[src/design/vector_norm_unit_top_defines.svh]
// Assertion macros shared by the vector norm unit.
`ifndef VECTOR_NORM_UNIT_TOP_DEFINES_SVH
`define VECTOR_NORM_UNIT_TOP_DEFINES_SVH

`ifndef ASSERT_OFF
// Property that must hold on every clock edge outside reset.
`define VNU_ASSERT_ALWAYS(label, clk, rst, prop) \
  label: assert property (@(posedge clk) disable iff (rst) (prop)) \
    else $error("vector norm unit: invariant violated");
// Property whose consequent must hold in the cycle after its antecedent.
`define VNU_ASSERT_NEXT(label, clk, rst, ante, cons) \
  label: assert property (@(posedge clk) disable iff (rst) (ante) |=> (cons)) \
    else $error("vector norm unit: sequence violated");
`else
`define VNU_ASSERT_ALWAYS(label, clk, rst, prop)
`define VNU_ASSERT_NEXT(label, clk, rst, ante, cons)
`endif

`endif

[src/design/vnu_pkg.sv]
// Package of widths, mode codes, a helper function and control structs for the vector norm unit.
`timescale 1ns / 1ps

package vnu_pkg;

  localparam int IN_WIDTH     = 24;
  localparam int SAMPLE_WIDTH = 24;
  localparam int MAX_ELEMENTS = 65536;
  localparam int COUNT_W      = $clog2(MAX_ELEMENTS + 1);
  localparam int MAG_W        = SAMPLE_WIDTH;
  localparam int SQ_W         = 2 * SAMPLE_WIDTH;
  localparam int TOTAL_W      = 64;
  localparam int NORM_W       = 40;
  localparam int MODE_W       = 2;
  localparam int SQRT_STEPS   = TOTAL_W / 2;
  localparam int STEP_W       = $clog2(SQRT_STEPS);

  localparam logic [MODE_W-1:0] MODE_L1   = 2'd0;
  localparam logic [MODE_W-1:0] MODE_L2   = 2'd1;
  localparam logic [MODE_W-1:0] MODE_MAX  = 2'd2;
  localparam logic [MODE_W-1:0] MODE_NONE = 2'd3;

  // Commands from the controller to the datapath.
  typedef struct packed {
    logic accept;     // an element request is taken this cycle
    logic sqrt_load;  // seed the square root unit from the total
    logic sqrt_step;  // run one square root iteration
    logic load_out;   // register the result and clear the accumulators
  } cmd_t;

  // Status from the datapath to the controller.
  typedef struct packed {
    logic mode_is_l2;
    logic sqrt_done;
  } status_t;

  // Magnitude of the low SAMPLE_WIDTH bits taken as a signed number.
  function automatic logic [MAG_W-1:0] magnitude(input logic [IN_WIDTH-1:0] raw);
    logic [MAG_W-1:0] v;
    v = raw[SAMPLE_WIDTH-1:0];
    if (v[SAMPLE_WIDTH-1]) begin
      magnitude = ~v + MAG_W'(1);
    end else begin
      magnitude = v;
    end
  endfunction

endpackage

[src/design/vnu_ctrl.sv]
// Controller state machine of the vector norm unit.
`timescale 1ns / 1ps

module vnu_ctrl (
  input  logic             clk,
  input  logic             rst,
  input  logic             in_valid,
  input  logic             is_last,
  input  logic             out_stall,
  input  vnu_pkg::status_t status,
  output logic             in_stall,
  output logic             out_valid,
  output vnu_pkg::cmd_t    cmd
);

  localparam logic [2:0] S_RUN   = 3'd0;
  localparam logic [2:0] S_DRAIN = 3'd1;
  localparam logic [2:0] S_LOAD  = 3'd2;
  localparam logic [2:0] S_SQRT  = 3'd3;
  localparam logic [2:0] S_FINAL = 3'd4;
  localparam logic [2:0] S_OUT   = 3'd5;

  logic [2:0] state;
  logic [2:0] state_next;

  always_ff @(posedge clk) begin
    if (rst) begin
      state <= S_RUN;
    end else begin
      state <= state_next;
    end
  end

  assign in_stall  = (state != S_RUN);
  assign out_valid = (state == S_OUT);

  always_comb begin
    state_next    = state;
    cmd           = '0;
    unique case (state)
      S_RUN: begin
        cmd.accept = in_valid;
        if (in_valid && is_last) begin
          state_next = S_DRAIN;
        end
      end
      S_DRAIN: begin
        state_next = S_LOAD;
      end
      S_LOAD: begin
        cmd.sqrt_load = 1'b1;
        state_next    = status.mode_is_l2 ? S_SQRT : S_FINAL;
      end
      S_SQRT: begin
        cmd.sqrt_step = 1'b1;
        if (status.sqrt_done) begin
          state_next = S_FINAL;
        end
      end
      S_FINAL: begin
        cmd.load_out = 1'b1;
        state_next   = S_OUT;
      end
      S_OUT: begin
        if (!out_stall) begin
          state_next = S_RUN;
        end
      end
      default: begin
        state_next = S_RUN;
      end
    endcase
  end

endmodule

[src/design/vnu_datapath.sv]
// Datapath of the vector norm unit: square stage, accumulator, square root unit, result register.
`timescale 1ns / 1ps

module vnu_datapath (
  input  logic                               clk,
  input  logic                               rst,
  input  logic                               cfg_wr_en,
  input  logic [vnu_pkg::MODE_W-1:0]         cfg_wr_data,
  input  logic signed [vnu_pkg::IN_WIDTH-1:0] element_value,
  input  vnu_pkg::cmd_t                      cmd,
  output vnu_pkg::status_t                   status,
  output logic [vnu_pkg::NORM_W-1:0]         norm_value,
  output logic                               saturated
);

  logic [vnu_pkg::MODE_W-1:0]  mode;
  logic                        s1_valid;
  logic                        s1_add;
  logic [vnu_pkg::MAG_W-1:0]   s1_mag;
  logic [vnu_pkg::SQ_W-1:0]    s1_sq;
  logic [vnu_pkg::TOTAL_W-1:0] total;
  logic [vnu_pkg::TOTAL_W-1:0] total_next;
  logic [vnu_pkg::COUNT_W-1:0] count;
  logic                        overflow_seen;
  logic                        count_full;
  logic                        add_carry;
  logic [vnu_pkg::TOTAL_W:0]   sum;
  logic [vnu_pkg::TOTAL_W-1:0] addend;
  logic [vnu_pkg::MAG_W-1:0]   in_mag;

  logic [vnu_pkg::TOTAL_W-1:0] rem;
  logic [vnu_pkg::TOTAL_W-1:0] root;
  logic [vnu_pkg::TOTAL_W-1:0] sq_bit;
  logic [vnu_pkg::TOTAL_W-1:0] trial;
  logic [vnu_pkg::STEP_W-1:0]  step;
  logic [vnu_pkg::TOTAL_W-1:0] norm_full;

  assign in_mag     = vnu_pkg::magnitude(element_value);
  assign count_full = (count >= vnu_pkg::COUNT_W'(vnu_pkg::MAX_ELEMENTS));

  // Accumulate the element held in the square stage.
  always_comb begin
    addend = (mode == vnu_pkg::MODE_L2) ? vnu_pkg::TOTAL_W'(s1_sq)
                                        : vnu_pkg::TOTAL_W'(s1_mag);
    sum        = {1'b0, total} + {1'b0, addend};
    add_carry  = 1'b0;
    total_next = total;
    unique case (mode)
      vnu_pkg::MODE_L1, vnu_pkg::MODE_L2: begin
        add_carry  = sum[vnu_pkg::TOTAL_W];
        total_next = add_carry ? '1 : sum[vnu_pkg::TOTAL_W-1:0];
      end
      vnu_pkg::MODE_MAX: begin
        if (vnu_pkg::TOTAL_W'(s1_mag) > total) begin
          total_next = vnu_pkg::TOTAL_W'(s1_mag);
        end
      end
      vnu_pkg::MODE_NONE: begin
        total_next = total;
      end
      default: begin
        total_next = total;
      end
    endcase
  end

  always_ff @(posedge clk) begin
    if (rst) begin
      mode          <= vnu_pkg::MODE_L2;
      s1_valid      <= 1'b0;
      total         <= '0;
      count         <= '0;
      overflow_seen <= 1'b0;
    end else begin
      if (cfg_wr_en) begin
        mode <= cfg_wr_data;
      end
      s1_valid <= cmd.accept;
      if (cmd.load_out) begin
        total         <= '0;
        count         <= '0;
        overflow_seen <= 1'b0;
      end else begin
        if (cmd.accept && !count_full) begin
          count <= count + vnu_pkg::COUNT_W'(1);
        end
        if (s1_valid && s1_add) begin
          total <= total_next;
        end
        overflow_seen <= overflow_seen | (cmd.accept && count_full)
                       | (s1_valid && s1_add && add_carry);
      end
    end
  end

  // Square stage: magnitude and its square are registered on acceptance.
  always_ff @(posedge clk) begin
    if (cmd.accept) begin
      s1_add <= !count_full;
      s1_mag <= in_mag;
      s1_sq  <= vnu_pkg::SQ_W'(in_mag) * vnu_pkg::SQ_W'(in_mag);
    end
  end

  // Digit-by-digit integer square root, two bits of the radicand per cycle.
  assign trial = root + sq_bit;

  always_ff @(posedge clk) begin
    if (cmd.sqrt_load) begin
      rem    <= total;
      root   <= '0;
      sq_bit <= vnu_pkg::TOTAL_W'(1) << (vnu_pkg::TOTAL_W - 2);
      step   <= '0;
    end else if (cmd.sqrt_step) begin
      if (rem >= trial) begin
        rem  <= rem - trial;
        root <= (root >> 1) + sq_bit;
      end else begin
        root <= root >> 1;
      end
      sq_bit <= sq_bit >> 2;
      step   <= step + vnu_pkg::STEP_W'(1);
    end
  end

  assign status.mode_is_l2 = (mode == vnu_pkg::MODE_L2);
  assign status.sqrt_done  = (step == vnu_pkg::STEP_W'(vnu_pkg::SQRT_STEPS - 1));

  always_comb begin
    unique case (mode)
      vnu_pkg::MODE_L1, vnu_pkg::MODE_MAX: norm_full = total;
      vnu_pkg::MODE_L2:                    norm_full = root;
      vnu_pkg::MODE_NONE:                  norm_full = '0;
      default:                             norm_full = '0;
    endcase
  end

  always_ff @(posedge clk) begin
    if (cmd.load_out) begin
      if (norm_full[vnu_pkg::TOTAL_W-1:vnu_pkg::NORM_W] != '0) begin
        norm_value <= '1;
        saturated  <= 1'b1;
      end else begin
        norm_value <= norm_full[vnu_pkg::NORM_W-1:0];
        saturated  <= overflow_seen;
      end
    end
  end

endmodule

[src/design/vector_norm_unit_top.sv]
// Top level of the vector norm unit: controller, datapath and assertions.
// Elements are taken one per cycle while in_stall is low; the vector's norm is registered
// after its last element, as the controller passes drain, seed, the 32-step square root
// (2-norm only) and result load and raises out_valid; then the next vector is taken.
// Synchronous active-high reset clears the accumulators, the element counter and the state
// machine, and sets the mode register to the euclidean norm.
`timescale 1ns / 1ps

`include "vector_norm_unit_top_defines.svh"

module vector_norm_unit_top (
  input  logic                                clk,
  input  logic                                rst,
  input  logic                                cfg_wr_en,
  input  logic [vnu_pkg::MODE_W-1:0]          cfg_wr_data,
  input  logic                                in_valid,
  output logic                                in_stall,
  input  logic signed [vnu_pkg::IN_WIDTH-1:0] element_value,
  input  logic                                is_last,
  output logic                                out_valid,
  input  logic                                out_stall,
  output logic [vnu_pkg::NORM_W-1:0]          norm_value,
  output logic                                saturated
);

  // The controller sequences the vector end; the datapath does all arithmetic.
  vnu_pkg::cmd_t    cmd;
  vnu_pkg::status_t status;

  // Within a vector the controller stays in its run state and takes one element request
  // per cycle. The last element sends it through drain, seed, the optional square root
  // loop and the result load before it offers the result request.
  vnu_ctrl u_ctrl (
    .clk       (clk),
    .rst       (rst),
    .in_valid  (in_valid),
    .is_last   (is_last),
    .out_stall (out_stall),
    .status    (status),
    .in_stall  (in_stall),
    .out_valid (out_valid),
    .cmd       (cmd)
  );

  // The datapath registers each magnitude and its square in the cycle of its request and in the
  // next cycle adds one of them to the 64-bit total, saturating on carry, or keeps the maximum.
  // The result register holds the norm until the result request is taken.
  vnu_datapath u_datapath (
    .clk           (clk),
    .rst           (rst),
    .cfg_wr_en     (cfg_wr_en),
    .cfg_wr_data   (cfg_wr_data),
    .element_value (element_value),
    .cmd           (cmd),
    .status        (status),
    .norm_value    (norm_value),
    .saturated     (saturated)
  );

  // The block never takes an element request while a result request is pending.
  `VNU_ASSERT_ALWAYS(a_no_accept_with_result, clk, rst, !(out_valid && !in_stall))
  // The last element of a vector closes the input until its result is delivered.
  `VNU_ASSERT_NEXT(a_last_stalls_input, clk, rst, in_valid && !in_stall && is_last, in_stall)
  // A delivered result is not offered a second time.
  `VNU_ASSERT_NEXT(a_result_once, clk, rst, out_valid && !out_stall, !out_valid)

endmodule

[config.mk]
export PLATFORM = sky130hd
export DESIGN_NAME = vector_norm_unit_top
export DESIGN_NICKNAME = d
export VERILOG_FILES = /design/src/design/vnu_pkg.sv /design/src/design/vnu_ctrl.sv /design/src/design/vnu_datapath.sv /design/src/design/vector_norm_unit_top.sv
export VERILOG_INCLUDE_DIRS = /design/src /design/src/design
export SDC_FILE = /design/constraint.sdc
export NUM_CORES = 2
export LEC_CHECK = 0
export BUFFER_PORTS_ARGS = -buffer_cell sky130_fd_sc_hd__buf_2
export CELL_PAD_IN_SITES_DETAIL_PLACEMENT = 1
export CELL_PAD_IN_SITES_GLOBAL_PLACEMENT = 2
export CORE_ASPECT_RATIO = 0.8
export CORE_MARGIN = 2
export CORE_UTILIZATION = 37
export DETAILED_ROUTE_END_ITERATION = 12
export PLACE_DENSITY = 0.8
export SYNTH_ARGS = -nofsm -noshare
export SYNTH_HDL_FRONTEND = slang
export SYNTH_SLANG_ARGS = --single-unit
[constraint.sdc]
create_clock -name clk -period 11.2 [get_ports clk]
set_input_delay 1.68 -clock clk [delete_from_list [all_inputs] [get_ports clk]]
set_output_delay 1.68 -clock clk [all_outputs]
set_load 0.05 [all_outputs]
==> out/metrics.cfg <==
[global_routing]
overflow = 0
grt_pass1_vias = 37100
grt_max_degree = 97
grtUsageTotal = 0.235
antenna_found_initial = 2
grt_pass1_wl_um = 218000

[final_layout]
final.fill_count = 13500
regArea_sq_mm = 0.00907
layout.nets = 5823
drive_gt1_frac = 0.0647
multi_input_area_sq_mm = 0.0299
area_growth_pct = 9.38

[timing]
worstMarginPinSlew_ns = 0.996
finalClockSkew_ns = 0.0389
fin_ws_ns = 0.563
relSlewSlack = 0.336
setup_viol = 0
fin_crit_ns = 10.64
finalHoldViolCount = 0
fmax_ghz = 0.0940
rsz0062_at_grt = false
final.period_utilization = 0.950
final_max_slew_viol_count = 0

[yosys]
synth_top_family_by_area = adder cells
yosys.area_share.adder = 0.315
synth-warning-count = 0
synthMuxAreaShare = 0.00261
synthCells = 4957
synth_edf_count = 176
ys_types = 84
netlist_area_sq_mm = 0.0422
async_reset_ff_frac = 0
synth_ff_type = dfxtp_1
yosysSeqAreaShare = 0.215
yosys.area_share.simple = 0.151
ys_ff_latch = 365
synth_compound_area_frac = 0.172
postSynthAreaPerCell_sq_um = 8.52
synth-xor-area-share = 0.0631

[clock_tree]
root_buffer = clkbuf_16
post-cts-setup-buffers = 0
clock_path_buffers = 3
clk_latency_ns = 0.62
cts_made_buffers = 46
htreeDepth = 2
cts_resized = 0
postCtsHoldBufs = 0
cts_tree = built
clock-sinks = 365
clkSlewWorstSetupHoldPaths_ns = 0.06

[routing]
drt_pass1_iterations = 5
viasPerCell = 5.42
drt_iter0_markers = 2383
wl_per_cell_um = 21.1
wl_met3_um = 6330
totalWireLength_um = 138000
via_count = 35400
antenna_left = 0
met1_length_um = 70200
dr.max_layer_used = met4
routed-wl-met2_um = 59200
drc = 0

[setup_path]
cpLargestDelayFamily = adder cells
path_common_cell = fa_1
slowest_stage = fa_1
critical_path.max_fanout = 8
rrSetupSlack_ns = 3.34
critPathArrivalTime_ns = 10.97
required_ns = 11.53
critPathMaxStageDelay_ns = 0.55
cp-start-kind = input pin
path_buf_inv = 7
criticalPathCategory = input pin to flip-flop
worstSetupEndpointType = flip-flop

[placed_design]
place.detailed.hpwl_um = 111000
gp_congestion = 0.896
portBuffers = 74
pre_cts_ws_ns = -0.0756

[run]
maxCapViolCount = 0

[floorplan]
pin_count = 75
rows = 110
start_util = 0.374
die_y_um = 306
die_area_sq_mm = 0.117
coreArea_sq_mm = 0.113
die_w_um = 382

[hold_path]
hold_path.class = flip-flop to flip-flop

[run_status]
status = complete, no violations

per-layer routing:
metal / track usage / vias to the layer above
li1: - / 16800
met1: 0.359 / 17700
met2: 0.360 / 761
met3: 0.0219 / 140
met4: 0.0444 / 0
met5: 0 / -
logic make-up (layout without fill, tap and decap cells):
logic type,Yosys count,in the layout
fa+ha+maj,805,805
compound gates,1131,1131
other cells,2,19
simple gates,1426,1426
buf+inv,913,963
xor+xnor,304,304
mux,11,11
flops,365,365
registers in the layout, summed over array words and instances (netlist names), 2 cells and up:
register               flops
u_datapath.sq_bit         32
u_datapath.step            5
u_datapath.root           64
u_datapath.rem            64
u_ctrl.state               3
u_datapath.total          64
u_datapath.norm_value     40
u_datapath.s1_sq          47
u_datapath.s1_mag         23
u_datapath.mode            2
u_datapath.count          17
worst paths after layout:
kind,endpoint,start,cells past startpoint
max reg2reg,u_datapath.rem[60],u_datapath.root[16],24
min,u_datapath.step[4],u_datapath.step[4],2
max,u_datapath.s1_sq[46],element_value[4],35
min reg2reg,u_datapath.step[4],u_datapath.step[4],2
area by class of cell:
class | instances | area share
Antenna cell | 1 | 0.0000542
Sequential cell | 365 | 0.196
Inverter | 690 | 0.0561
Tap cell | 1512 | 0.0410
Multi-Input combinational cell | 3695 | 0.647
Timing Repair Buffer | 188 | 0.0271
Clock inverter | 19 | 0.00406
Clock buffer | 66 | 0.0286
metrics by stage:
step                      instances  setup TNS [ns]  hold WS [ns]   util  area (sq um)
after CTS                      6535               0         0.489  0.409         46200
after global routing           6535               0         0.520  0.409         46200
final                          6536               0         0.485  0.409         46200
after floorplan                4973               0         0.432      -         42300
after global placement         6450               0         0.440  0.396         44700
after detailed placement       6450         -0.0756         0.468  0.396         44700
layout by cell type (no fill, tap or decap), types with 45 or more instances in the layout:
cell type,Yosys,final
and2_1,45,45
nor2_1,356,353
fa_1,428,428
buf_4,0,112
xnor2_1,168,165
inv_1,680,679
nand2_1,641,640
a21oi_1,285,284
buf_2,10,74
o21bai_1,50,50
clkbuf_16,0,48
nand3_1,71,71
a31oi_1,87,87
o21ai_0,298,298
a21o_1,93,93
xor2_1,136,134
dfxtp_1,189,188
edfxtp_1,176,176
ha_1,377,377
nand4_1,61,61
synthesized netlist by cell type, types with 42 or more instances:
| master | n | area share |
|---|---|---|
| inv_1 | 680 | 0.060 |
| nand2_1 | 641 | 0.057 |
| fa_1 | 428 | 0.20 |
| ha_1 | 377 | 0.11 |
| nor2_1 | 356 | 0.032 |
| o21ai_0 | 298 | 0.035 |
| a21oi_1 | 285 | 0.034 |
| clkbuf_1 | 206 | 0.018 |
| dfxtp_1 | 189 | 0.090 |
| edfxtp_1 | 176 | 0.13 |
| xnor2_1 | 168 | 0.035 |
| xor2_1 | 136 | 0.028 |
| a21o_1 | 93 | 0.017 |
| a31oi_1 | 87 | 0.013 |
| nand3_1 | 71 | 0.0084 |
| nand4_1 | 61 | 0.0090 |
| o21bai_1 | 50 | 0.0089 |
| and2_1 | 45 | 0.0067 |
| o31ai_1 | 43 | 0.0076 |
| nor3_1 | 42 | 0.0050 |
tightest hold or removal path, stage by stage, from the launching register on:
cell,delay (ns)
dfxtp_1,0.34
nand2_1,0.05
o21ai_0,0.07
Power is not shown: default switching activity piles up to over one toggle a cycle in this logic, so the estimate is an artifact.
